File: src/hw/rtl/lpcd_pkg.sv
// Shared types and constants for the length-prefixed CAN deframer.
// No dependencies; compiled first.
package lpcd_pkg;

    // Payload limits of one frame.
    localparam int unsigned MAX_PAYLOAD  = 14;
    localparam int unsigned STORE_DEPTH  = 14;
    localparam int unsigned HEADER_BYTES = 6;
    localparam int unsigned MAX_DLC      = 8;
    localparam int unsigned DATA_BYTES   = 8;

    // Width of the payload length and byte counters.
    localparam int unsigned LEN_W = 4;

    typedef logic [LEN_W-1:0] len_t;
    typedef logic [7:0]       byte_t;

    // Input operation codes.
    typedef enum logic {
        OP_BYTE     = 1'b0,
        OP_NEW_CONN = 1'b1
    } op_t;

    // Result status codes.
    typedef enum logic [1:0] {
        STATUS_GOOD    = 2'd0,
        STATUS_BAD     = 2'd1,
        STATUS_FRAMING = 2'd2
    } status_t;

    // Framing phase, one-hot.
    typedef enum logic [3:0] {
        PH_HIGH = 4'b0001,
        PH_LOW  = 4'b0010,
        PH_BODY = 4'b0100,
        PH_HALT = 4'b1000
    } phase_t;

endpackage

File: src/hw/rtl/lpcd_in_if.sv
// Valid/ready channel carrying one stream item (operation and byte).
// Depends on lpcd_pkg.
interface lpcd_in_if;
    import lpcd_pkg::*;

    logic  valid;
    logic  ready;
    op_t   op;
    byte_t stream_byte;

    modport source (output valid, output op, output stream_byte, input ready);
    modport sink (input valid, input op, input stream_byte, output ready);

endinterface

File: src/hw/rtl/lpcd_out_if.sv
// Valid/ready channel carrying one decoded CAN frame result.
// Depends on lpcd_pkg.
interface lpcd_out_if;
    import lpcd_pkg::*;

    logic        valid;
    logic        ready;
    status_t     status;
    logic [31:0] identifier;
    logic        extended_id;
    logic        remote_request;
    len_t        data_count;
    logic [63:0] data_bytes;

    modport source (
        output valid, output status, output identifier, output extended_id,
        output remote_request, output data_count, output data_bytes,
        input ready
    );
    modport sink (
        input valid, input status, input identifier, input extended_id,
        input remote_request, input data_count, input data_bytes,
        output ready
    );

endinterface

File: src/hw/rtl/length_prefixed_can_deframer.sv
// Length-prefixed CAN deframer: one stream byte per item, one result per frame.
// A result appears once the byte that completes its frame has passed the input
// register, then the result register. Throughput: one item every cycle unless
// result.ready stalls it, limited by the single framing-state update between them.
// Reset (rst_n low, asynchronous) returns to awaiting the high length byte with
// counts cleared and both registers empty; the payload store is not cleared.
// Depends on lpcd_pkg, lpcd_in_if and lpcd_out_if.
module length_prefixed_can_deframer (
    input  logic       clk,
    input  logic       rst_n,
    lpcd_in_if.sink    stream,
    lpcd_out_if.source result
);
    import lpcd_pkg::*;

    // Input register.
    logic  s1_valid_reg;
    op_t   s1_op_reg;
    byte_t s1_byte_reg;

    // Framing state.
    phase_t phase_reg, phase_next;
    byte_t  length_high_reg, length_high_next;
    len_t   payload_length_reg, payload_length_next;
    len_t   bytes_held_reg, bytes_held_next;
    byte_t  store_reg [STORE_DEPTH];
    logic   store_we;

    // Result register.
    logic        out_valid_reg;
    status_t     status_reg, status_next;
    logic [31:0] identifier_reg, identifier_next;
    logic        extended_reg, extended_next;
    logic        remote_reg, remote_next;
    len_t        count_reg, count_next;
    logic [63:0] data_reg, data_next;
    logic        emit;

    logic advance;
    logic decode_go;
    len_t decode_len;
    byte_t view [STORE_DEPTH];
    byte_t dlc;
    logic [8:0] need_len;
    logic [4:0] held_inc;
    logic decode_bad;

    // Handshake: the input register moves whenever the result register can take.
    assign advance      = !out_valid_reg || result.ready;
    assign stream.ready = !s1_valid_reg || advance;

    always_ff @(posedge clk or negedge rst_n)
    begin
        if (!rst_n)
        begin
            s1_valid_reg <= 1'b0;
        end
        else if (stream.ready)
        begin
            s1_valid_reg <= stream.valid;
        end
    end

    always_ff @(posedge clk)
    begin
        if (stream.ready && stream.valid)
        begin
            s1_op_reg   <= stream.op;
            s1_byte_reg <= stream.stream_byte;
        end
    end

    // Store view with the byte being written folded in, so a frame can be
    // decoded in the same cycle as its last payload byte.
    always_comb
    begin
        for (int k = 0; k < STORE_DEPTH; k++)
        begin
            if (phase_reg == PH_BODY && bytes_held_reg == LEN_W'(k))
            begin
                view[k] = s1_byte_reg;
            end
            else
            begin
                view[k] = store_reg[k];
            end
        end
    end

    // Payload decode.
    always_comb
    begin
        dlc        = view[5];
        need_len   = 9'(HEADER_BYTES) + {1'b0, dlc};
        decode_bad = ({5'b0, decode_len} < 9'(HEADER_BYTES))
                  || (dlc > 8'(MAX_DLC))
                  || ({5'b0, decode_len} < need_len);
        identifier_next = {view[0], view[1], view[2], view[3]};
        extended_next   = view[4][0];
        remote_next     = view[4][1];
        count_next      = dlc[LEN_W-1:0];
        for (int k = 0; k < DATA_BYTES; k++)
        begin
            if (8'(k) < dlc)
            begin
                data_next[63 - 8*k -: 8] = view[HEADER_BYTES + k];
            end
            else
            begin
                data_next[63 - 8*k -: 8] = 8'h00;
            end
        end
        status_next = STATUS_GOOD;
        if (decode_bad)
        begin
            status_next     = STATUS_BAD;
            identifier_next = '0;
            extended_next   = 1'b0;
            remote_next     = 1'b0;
            count_next      = '0;
            data_next       = '0;
        end
    end

    // Framing state update for the item in the input register.
    always_comb
    begin
        phase_next          = phase_reg;
        length_high_next    = length_high_reg;
        payload_length_next = payload_length_reg;
        bytes_held_next     = bytes_held_reg;
        store_we            = 1'b0;
        emit                = 1'b0;
        decode_go           = 1'b0;
        decode_len          = payload_length_reg;
        held_inc            = {1'b0, bytes_held_reg} + 5'd1;
        if (s1_op_reg == OP_NEW_CONN)
        begin
            phase_next          = PH_HIGH;
            length_high_next    = '0;
            payload_length_next = '0;
            bytes_held_next     = '0;
        end
        else
        begin
            case (phase_reg)
                PH_HIGH:
                begin
                    length_high_next = s1_byte_reg;
                    phase_next       = PH_LOW;
                end
                PH_LOW:
                begin
                    if (length_high_reg != 8'h00 || s1_byte_reg > 8'(MAX_PAYLOAD))
                    begin
                        phase_next = PH_HALT;
                        emit       = 1'b1;
                    end
                    else
                    begin
                        payload_length_next = s1_byte_reg[LEN_W-1:0];
                        bytes_held_next     = '0;
                        if (s1_byte_reg == 8'h00)
                        begin
                            phase_next = PH_HIGH;
                            emit       = 1'b1;
                            decode_go  = 1'b1;
                            decode_len = '0;
                        end
                        else
                        begin
                            phase_next = PH_BODY;
                        end
                    end
                end
                PH_BODY:
                begin
                    store_we        = 1'b1;
                    bytes_held_next = held_inc[LEN_W-1:0];
                    if (held_inc >= {1'b0, payload_length_reg})
                    begin
                        phase_next      = PH_HIGH;
                        bytes_held_next = '0;
                        emit            = 1'b1;
                        decode_go       = 1'b1;
                    end
                end
                default:
                begin
                    phase_next = phase_reg;
                end
            endcase
        end
    end

    // State registers advance with the input register.
    always_ff @(posedge clk or negedge rst_n)
    begin
        if (!rst_n)
        begin
            phase_reg          <= PH_HIGH;
            length_high_reg    <= '0;
            payload_length_reg <= '0;
            bytes_held_reg     <= '0;
        end
        else if (s1_valid_reg && advance)
        begin
            phase_reg          <= phase_next;
            length_high_reg    <= length_high_next;
            payload_length_reg <= payload_length_next;
            bytes_held_reg     <= bytes_held_next;
        end
    end

    // Payload store, written one byte at a time.
    always_ff @(posedge clk)
    begin
        if (s1_valid_reg && advance && store_we)
        begin
            store_reg[bytes_held_reg] <= s1_byte_reg;
        end
    end

    // Result register.
    always_ff @(posedge clk or negedge rst_n)
    begin
        if (!rst_n)
        begin
            out_valid_reg <= 1'b0;
        end
        else if (advance)
        begin
            out_valid_reg <= s1_valid_reg && emit;
        end
    end

    always_ff @(posedge clk)
    begin
        if (advance && s1_valid_reg && emit)
        begin
            if (decode_go)
            begin
                status_reg     <= status_next;
                identifier_reg <= identifier_next;
                extended_reg   <= extended_next;
                remote_reg     <= remote_next;
                count_reg      <= count_next;
                data_reg       <= data_next;
            end
            else
            begin
                status_reg     <= STATUS_FRAMING;
                identifier_reg <= '0;
                extended_reg   <= 1'b0;
                remote_reg     <= 1'b0;
                count_reg      <= '0;
                data_reg       <= '0;
            end
        end
    end

    assign result.valid          = out_valid_reg;
    assign result.status         = status_reg;
    assign result.identifier     = identifier_reg;
    assign result.extended_id    = extended_reg;
    assign result.remote_request = remote_reg;
    assign result.data_count     = count_reg;
    assign result.data_bytes     = data_reg;

endmodule
File: src/flat_wrapper.sv
// flat-port wrapper written by rule: the top's interface ports become plain ports
module length_prefixed_can_deframer_flat import lpcd_pkg::*;
  (clk, rst_n, stream_valid, stream_op, stream_stream_byte, stream_ready, result_valid, result_status, result_identifier, result_extended_id, result_remote_request, result_data_count, result_data_bytes, result_ready);
  lpcd_in_if stream_i ();
  lpcd_out_if result_i ();
  input  logic clk;
  input  logic rst_n;
  input wire logic [$bits(stream_i.valid)-1:0] stream_valid;
  input wire logic [$bits(stream_i.op)-1:0] stream_op;
  input wire logic [$bits(stream_i.stream_byte)-1:0] stream_stream_byte;
  output wire logic [$bits(stream_i.ready)-1:0] stream_ready;
  output wire logic [$bits(result_i.valid)-1:0] result_valid;
  output wire logic [$bits(result_i.status)-1:0] result_status;
  output wire logic [$bits(result_i.identifier)-1:0] result_identifier;
  output wire logic [$bits(result_i.extended_id)-1:0] result_extended_id;
  output wire logic [$bits(result_i.remote_request)-1:0] result_remote_request;
  output wire logic [$bits(result_i.data_count)-1:0] result_data_count;
  output wire logic [$bits(result_i.data_bytes)-1:0] result_data_bytes;
  input wire logic [$bits(result_i.ready)-1:0] result_ready;
  assign stream_i.valid = stream_valid;
  assign stream_i.op = stream_op;
  assign stream_i.stream_byte = stream_stream_byte;
  assign stream_ready = stream_i.ready;
  assign result_valid = result_i.valid;
  assign result_status = result_i.status;
  assign result_identifier = result_i.identifier;
  assign result_extended_id = result_i.extended_id;
  assign result_remote_request = result_i.remote_request;
  assign result_data_count = result_i.data_count;
  assign result_data_bytes = result_i.data_bytes;
  assign result_i.ready = result_ready;
  length_prefixed_can_deframer u_core (.clk(clk), .rst_n(rst_n), .stream(stream_i), .result(result_i));
endmodule
File: config.mk
export PLATFORM = sky130hd
export DESIGN_NAME = length_prefixed_can_deframer_flat
export DESIGN_NICKNAME = d
export VERILOG_FILES = /design/src/hw/rtl/lpcd_pkg.sv /design/src/hw/rtl/lpcd_in_if.sv /design/src/hw/rtl/lpcd_out_if.sv /design/src/hw/rtl/length_prefixed_can_deframer.sv /design/src/flat_wrapper.sv
export SDC_FILE = /design/constraint.sdc
export NUM_CORES = 1
export LEC_CHECK = 0
export CORE_ASPECT_RATIO = 0.5
export CORE_UTILIZATION = 45
export DETAILED_ROUTE_END_ITERATION = 10
export DONT_BUFFER_PORTS = 1
export SETUP_SLACK_MARGIN = 0.2
export SLEW_MARGIN = 25
export SYNTH_ARGS = -nofsm -noshare
export SYNTH_HDL_FRONTEND = slang
export SYNTH_SLANG_ARGS = --single-unit
export TNS_END_PERCENT = 5
File: constraint.sdc
create_clock -name clk -period 13.59 [get_ports clk]
set_input_delay 0.6795 -clock clk [delete_from_list [all_inputs] [get_ports clk]]
set_output_delay 0.6795 -clock clk [all_outputs]
set_load 0.005 [all_outputs]
==> results.md, run 1 <==
- Via density: 5.43
- Crit. End Element: flip-flop
- Crit share post-route: 29.4%
- Area growth syn-to-layout: 11.2%
- Syn Area/Cell: 14.1 um2
- CTS tree: yes
- Unrepaired setup endpoints after global routing: no
- Chip height: 106 um
- EDFF count, synth: 219
- Yosys cell types: 52
- Min-Delay Path Class: in -> async
- FP Rows: 37
- Die ar.: 22300 um2
- Cells after Synth: 690
- ANT cells: 0
- # Post-CTS Setup Buffers: 0
- GP Congestion: 0.816
- Crit start category: flip-flop
- Clock Sinks: 241
- Router iterations before antenna repair: 6
- 1st-iter DRT viols: 482
- Vias in the first global route: 5208
- Setup violations, final: 0
- DR WL/cell: 20.7 um
- Largest net degree at the start of global routing: 57
- Die X: 210 um
- GR Util All Layers: 18.7%
- Layout Cells excl Fill: 1001
- Post-route ant nets: 0
- Slew margin rel.: 36.2%
- CTS clk-pin slew, worst paths: 0.07 ns
- Hold Buf Count CTS: 1
- Total power: 1.65 mW
- Outcome: completed
- Core area: 20900 um2
- Fillers: 1732
- Root Buffer: clkbuf_16
- Synthesized cell area: 9750 um2
- Number of nets in the layout: 718
- Routed via count: 5440
- CTS Buf Count: 22
- Initial Util: 46.7%
- Post-Place Cell Area: 10000 um2
- Fin. max-slew vios: 0
- Most used DFF post-synth: edfxtp_1
- Post-layout minimum cycle time: 3.99 ns
- Fmax: 250 MHz
- Clock skew: 0.0170 ns
- PD cells: 153 nW/um2
- Most frequent cells in the layout: edfxtp_1 (219), nand2_1 (86), nor2_1 (62)
- Placed cell count: 960
- Synth async-reset ratio: 9.13%
- Worst EP required: 13.95 ns
- GRT overflow: 0
- Clock tree buffer depth: 3
- Critical path peak fanout: 37
- Post-DP HPWL: 12500 um
- Total Routed Length: 20700 um
- IO Pins: 119
- Leak: 3.78 nW
- PostCTS Resize Cnt: 0
- VDD IR max: 0.0000892 V
- Syn nets: 715
- Setup TNS Final: 0 ns
- Tightest Pin Transition: 0.949 ns
- Initial antenna violation count: 0
- Seq/Total Area, Yosys: 73.1%
- Clock latency on the worst-skew pair: 0.52 ns
- Worst EP arrival: 4.35 ns
- Final hold vios: 0
- YS warnings: 0
- Most common cell after layout, fill and taps aside: edfxtp_1
- WS Path Type: reg -> reg
- H-tree lvl count: 1
- Final instance area: 10800 um2
- Layout cells sized above 1: 9.17%
- Max Cap Viol: 0
- # DRC: 0
- Port-buffer cells: 0
- FF+latch count, synth: 241
- First-pass GRT wire length: 31600 um
- Largest register FFs: 106
-- kinds of logic after synthesis --
group           Yosys count  synth area share [%]
mux                      30                  3.08
compound gates           91                  5.71
fa+ha+maj                12                  1.54
flops                   241                  73.1
buf+inv                  48                  2.14
xor+xnor                  4                 0.360
simple gates            264                  14.0
-- Yosys cell counts, drive strengths merged (2+ instances only) --
library cell,number,area share [%]
edfxtp,219,67
nand2,88,3.4
nor2,63,2.4
a21oi,41,2.1
and3,38,2.4
mux2i,30,3.1
dfrtp,21,5.4
clkbuf,18,0.69
o21ai,17,0.87
buf,15,0.87
nand3,15,1.1
a22oi,14,1.1
nor3,13,0.67
ha,12,1.5
inv,12,0.46
and2,9,0.58
nor2b,8,0.51
nor4,7,0.82
nand2b,6,0.39
and4,4,0.36
a31oi,3,0.19
clkinv,3,0.12
nand4,3,0.19
nor3b,3,0.33
o22ai,3,0.19
a2111oi,2,0.18
a21o,2,0.15
o21a,2,0.15
or3,2,0.13
xnor2,2,0.18
xor2,2,0.18
-- critical path: stages, from the launching register on --
cell,delay (ns)
dfrtp_1,0.60
nor2b_1,0.52
nand3_2,0.39
mux2i_1,0.33
ha_1,0.22
xnor2_1,0.08
ha_1,0.27
nor2_1,0.06
nor4_4,0.62
buf_4,0.42
and2_1,0.19
nor2b_1,0.14
-- layout make-up --
type	instances	area (um2)	area share, %
clock inverter	16	204	1.88
inverter	15	56.3	0.519
timing repair buffer	12	87.6	0.808
multi-input combinational	401	2420	22.3
tap	292	365	3.37
clock buffer	24	579	5.34
sequential	241	7130	65.7
-- worst paths after layout --
kind | startpoint | to | slack, ns | cells after the start
max | u_core.bytes_held_reg[2] | u_core.result.data_count[0] | 9.60 | 11
min | rst_n | u_core.bytes_held_reg[2] | 0.14 | 1
max reg2reg | u_core.bytes_held_reg[2] | u_core.result.data_count[0] | 9.60 | 11
min reg2reg | u_core.length_high_reg[2] | u_core.length_high_reg[2] | 0.51 | 2
max in group asynchronous | rst_n | u_core.phase_reg[0] | 13.06 | 1
min in group clk | stream_stream_byte[2] | u_core.s1_byte_reg[2] | 0.27 | 0
-- per-stage QoR --
| stage | setup slack, ns | hold slack (ns) | util, % |
|---|---|---|---|
| after floorplan | 7.01 | 0.384 | - |
| after global placement | 9.67 | 0.385 | 48.1 |
| after detailed placement | 9.66 | 0.385 | 48.1 |
| after CTS | 9.61 | 0.240 | 51.9 |
| after global routing | 9.30 | 0.160 | 51.9 |
| final | 9.60 | 0.144 | 51.9 |
-- metal layers --
metal | wire, um | vias to the layer above | GRT usage [%]
li1 | - | 2559 | -
met5 | 0 | - | 0
met1 | 10300 | 2687 | 28.7
met3 | 1270 | 26 | 4.64
met4 | 275 | 0 | 3.65
met2 | 8890 | 168 | 27.0
-- where the power goes --
part / total (mW) / internal (mW) / switching [mW] / leakage, nW
registers: 0.880 / 0.848 / 0.0321 / 2.28
clock network: 0.675 / 0.403 / 0.272 / 0.383
logic: 0.0984 / 0.0313 / 0.0671 / 1.12
(Power assumes the default switching activity.)
==> inputs of run 2 (changes only) <==
Clock period 13.59 ns to 3.8 ns, I/O delays scaled along.
==> results.md, run 2 (synthesized netlist as in run 1, its figures left out) <==
- Outcome: completed
- CTS tree: yes
- Fillers: 1736
- Leak: 3.90 nW
- Via density: 5.41
- FP Rows: 37
- Post-route ant nets: 0
- Worst EP required: 4.13 ns
- Post-layout minimum cycle time: 3.34 ns
- Area growth syn-to-layout: 13.2%
- DR WL/cell: 20.3 um
- GRT overflow: 0
- Max Cap Viol: 0
- Die ar.: 22300 um2
- Setup TNS Final: 0 ns
- Min-Delay Path Class: in -> reg
- ANT cells: 0
- Routed via count: 5561
- CTS clk-pin slew, worst paths: 0.07 ns
- Root Buffer: clkbuf_16
- Seq. cell area: 7130 um2
- Setup violations, final: 0
- Worst EP arrival: 3.67 ns
- Crit start category: flip-flop
- Router iterations before antenna repair: 5
- Tightest Pin Transition: 0.701 ns
- Number of nets in the layout: 745
- Layout cells sized above 1: 10.5%
- GP Congestion: 0.844
- Crit share post-route: 88.0%
- Most frequent cells in the layout: edfxtp_1 (219), nand2_1 (86), nor2_1 (62)
- Most common cell after layout, fill and taps aside: edfxtp_1
- H-tree lvl count: 1
- VDD IR max: 0.000245 V
- Placed cell count: 971
- Fin. max-slew vios: 0
- GR Util All Layers: 18.9%
- Fmax: 299 MHz
- Initial Util: 46.7%
- PD cells: 519 nW/um2
- Core Util, Final: 52.9%
- Chip height: 106 um
- Core area: 20900 um2
- Initial antenna violation count: 0
- Pre-CTS WS: 0.228 ns
- Critical path peak fanout: 44
- Area of the multi-input gates: 2430 um2
- Clock skew: 0.0194 ns
- Clock latency on the worst-skew pair: 0.52 ns
- Clock tree buffer depth: 3
- Layout Cells excl Fill: 1028
- Slew margin rel.: 53.1%
- Largest net degree at the start of global routing: 105
- Final hold vios: 0
- Setup ws final: 0.458 ns
- Total Routed Length: 20800 um
- Post-DP HPWL: 13100 um
- 1st-iter DRT viols: 374
- CTS Buf Count: 23
- Port-buffer cells: 0
- Crit. End Element: flip-flop
- Die X: 210 um
- Unrepaired setup endpoints after global routing: no
- IO Pins: 119
- Largest register FFs: 106
- WS Path Type: reg -> reg
- Clock Sinks: 241
- First-pass GRT wire length: 32100 um
- # DRC: 0
- Hold_ws: 0.137 ns
- Vias in the first global route: 5354
==> run 2: where the power goes <==
part / switching, mW / leakage [nW] / internal, mW / total, mW
Clock: 0.964 / 0.353 / 1.25 / 2.22
Sequential: 0.117 / 2.28 / 3.03 / 3.15
Combinational: 0.238 / 1.26 / 0.126 / 0.363
==> run 2: critical path, stage by stage, from the launching register on <==
cell	delay [ns]
edfxtp_1	0.44
nor4_4	0.37
nand4_1	0.30
nor3b_4	0.42
nor2_1	0.09
ha_1	0.28
o21ai_0	0.06
nand2_1	0.10
o211a_4	0.45
o211ai_2	0.32
nor3_1	0.29
==> run 2: path summary, 6_finish.rpt <==
path                                           start                            to  slack, ns  depth (start not counted)
min in group asynchronous                      rst_n           u_core.phase_reg[2]       0.19                          2
setup / recovery               u_core.s1_byte_reg[6]  u_core.result.data_bytes[53]       0.46                         10
hold / removal                          stream_valid         u_core.s1_byte_reg[0]       0.14                          1
hold reg to reg            u_core.length_high_reg[2]     u_core.length_high_reg[2]       0.52                          2
setup reg to reg               u_core.s1_byte_reg[6]  u_core.result.data_bytes[53]       0.46                         10
max in group asynchronous                      rst_n           u_core.phase_reg[0]       3.24                          2
==> run 2: layer usage <==
layer  track usage, %  wire, um
met5                0         0
met1             29.0     10400
met2             28.1      9110
met3             3.55      1040
met4             3.60       301
==> run 2: through the flow <==
step | power (mW) | area (um2)
2_1_floorplan | 3.43 | 9750
3_3_place_gp | 3.54 | 10200
6_report | 5.73 | 11000
5_1_grt | 5.92 | 11000
4_1_cts | 5.79 | 11000
3_5_place_dp | 3.56 | 10200
==> run 2: layout make-up <==
type | count | share of cell area, %
Clock buffer | 28 | 5.39
Inverter | 15 | 0.510
Clock inverter | 13 | 1.12
Timing Repair Buffer | 38 | 3.08
Tap cell | 292 | 3.31
Sequential cell | 241 | 64.6
Multi-Input combinational cell | 401 | 22.0
==> run 2: timing repair <==
item,CTS,global route
gates resized for setup,0,2
setup endpoints to repair,0,64
buffers inserted,0,2
hold buffers,13,1
hold endpoints to repair,33,21
==> inputs of run 3 (changes only) <==
Settings changed: CORE_UTILIZATION 45 to 55, PLACE_DENSITY set to 0.7.
==> results.md, run 3 (synthesized netlist as in run 1, its figures left out) <==
- Largest net degree at the start of global routing: 45
- Vias in the first global route: 5499
- Slack of the worst reg-to-reg path: 0.42 ns
- Fin. max-slew vios: 0
- Min-Delay Path Class: in -> reg
- R2r startpoint: u_core.s1_byte_reg[6]
- Slew margin rel.: 44.9%
- Hold Crit Start: result_ready
- Tightest Pin Transition: 0.826 ns
- Crit. End Element: flip-flop
- Fmax: 296 MHz
- Clock tree buffer depth: 3
- Router iterations before antenna repair: 5
- Routed via count: 5695
- Hold depth: 3
- Core Util, Final: 65.1%
- Layout Cells excl Fill: 962
- Via density: 5.92
- # DRC: 0
- WHS Endpoint: u_core.payload_length_reg[1]
- Number of nets in the layout: 746
- Max Cap Viol: 0
- DR WL/cell: 21.2 um
- Final hold vios: 0
- Clock latency on the worst-skew pair: 0.51 ns
- Post-DP HPWL: 12700 um
- Clock Sinks: 241
- GRT overflow: 0
- 1st-iter DRT viols: 503
- Setup ws final: 0.421 ns
- Post-layout minimum cycle time: 3.38 ns
- Pre-CTS WS: 0.124 ns
- Outcome: completed
- Unrepaired setup endpoints after global routing: no
- Placed cell count: 907
- Setup violations, final: 0
- Die ar.: 18300 um2
- IO Pins: 119
- Reg2reg end: u_core.result.data_bytes[48]
- CTS clk-pin slew, worst paths: 0.07 ns
- Fillers: 1211
- Most common cell after layout, fill and taps aside: edfxtp_1
- Leak: 3.89 nW
- WS Path Type: reg -> reg
- Most frequent cells in the layout: edfxtp_1 (219), nand2_1 (86), nor2_1 (62)
- Critical path peak fanout: 44
- Setup TNS Final: 0 ns
- Clock skew: 0.0190 ns
- CTS Buf Count: 22
- First-pass GRT wire length: 31700 um
- R2R cell count: 10
- Layout cells sized above 1: 10.7%
- FP Rows: 33
- Post-route ant nets: 0
- ANT cells: 0
- PD cells: 517 nW/um2
- CTS tree: yes
- Slowest cell on crit path: o211a_4
- Crit start category: flip-flop
- H-tree lvl count: 1
- GR Util All Layers: 23.2%
- GP Congestion: 0.840
- VDD IR max: 0.000371 V
- Die X: 190 um
- CP cell instances: nor4_4 > nand4_1 > nor3b_4 > nor2_1 > ha_1 > o21ai_0 > nand2_1 > o211a_4 > o211ai_2 > nor3_1
- Port-buffer cells: 0
- Area growth syn-to-layout: 12.5%
- Worst EP arrival: 3.70 ns
- Root Buffer: clkbuf_16
- Crit-path max cell delay: 0.47 ns
- Initial antenna violation count: 0
- Core area: 16800 um2
- Crit share post-route: 88.9%
- Initial Util: 57.9%
- Worst EP required: 4.12 ns
- Total Routed Length: 20400 um
- Chip height: 96.1 um
- Largest register FFs: 106
-- run 3: layout make-up --
| type | instances | area, um2 | share of cell area [%] |
|---|---|---|---|
| Timing Repair Buffer | 40 | 368 | 3.36 |
| Sequential cell | 241 | 7130 | 65.0 |
| Multi-Input combinational cell | 401 | 2430 | 22.2 |
| Clock inverter | 12 | 125 | 1.14 |
| Inverter | 15 | 56.3 | 0.514 |
| Tap cell | 227 | 284 | 2.59 |
| Clock buffer | 26 | 566 | 5.16 |
-- run 3: how the worst max path moves through the flow --
stage	depth (start not counted)	end	slack, ns	from
6_report	10	u_core.result.data_bytes[48]	0.42	u_core.s1_byte_reg[6]
5_1_grt	10	u_core.result.data_bytes[48]	0.24	u_core.s1_byte_reg[6]
4_1_cts	8	u_core.result.data_bytes[42]	0.26	u_core.s1_byte_reg[0]
3_5_place_dp	8	u_core.result.data_bytes[42]	0.12	u_core.s1_byte_reg[0]
3_3_place_gp	9	u_core.result.data_bytes[48]	0.35	u_core.s1_byte_reg[6]
2_1_floorplan	8	result_extended_id	0.23	u_core.bytes_held_reg[0]
-- run 3: critical path, delay by kind of cell, from the launching register on --
family | cells | cell delay [ns]
DFF | 1 | 0.43
AOI/OAI and AO/OA | 3 | 0.83
adders and majority gates | 1 | 0.28
and+or+nand+nor | 6 | 1.65
-- run 3: layer usage --
layer	GRT usage, %	wire [um]	vias up
met4	4.47	218	0
met5	0	0	-
met3	4.23	1500	17
met1	34.1	9520	2849
li1	-	-	2608
met2	36.6	9180	221
-- run 3: repair_timing --
| action | 4_1_cts | 5_1_grt |
|---|---|---|
| cloned | 0 | 0 |
| buffers inserted | 0 | 3 |
| hold buffers | 13 | 1 |
| pin swaps | 1 | 1 |
| gates resized for setup | 0 | 3 |
| endpoints found under the setup margin | 8 | 87 |
| endpoints found under the hold margin | 33 | 21 |
-- run 3: where the power goes --
| part | internal [mW] | switching, mW |
|---|---|---|
| logic | 0.132 | 0.239 |
| clock network | 1.21 | 0.935 |
| registers | 3.03 | 0.118 |
| total | 4.37 | 1.29 |
-- run 3: through the flow --
stage               hold WS [ns]  area (um2)  total power [mW]
floorplan                 -0.106        9750              3.43
global placement          -0.105       10100              3.54
detailed placement        -0.105       10100              3.56
CTS                        0.154       10900              5.69
global route               0.198       11000              5.86
finish                     0.179       11000              5.66
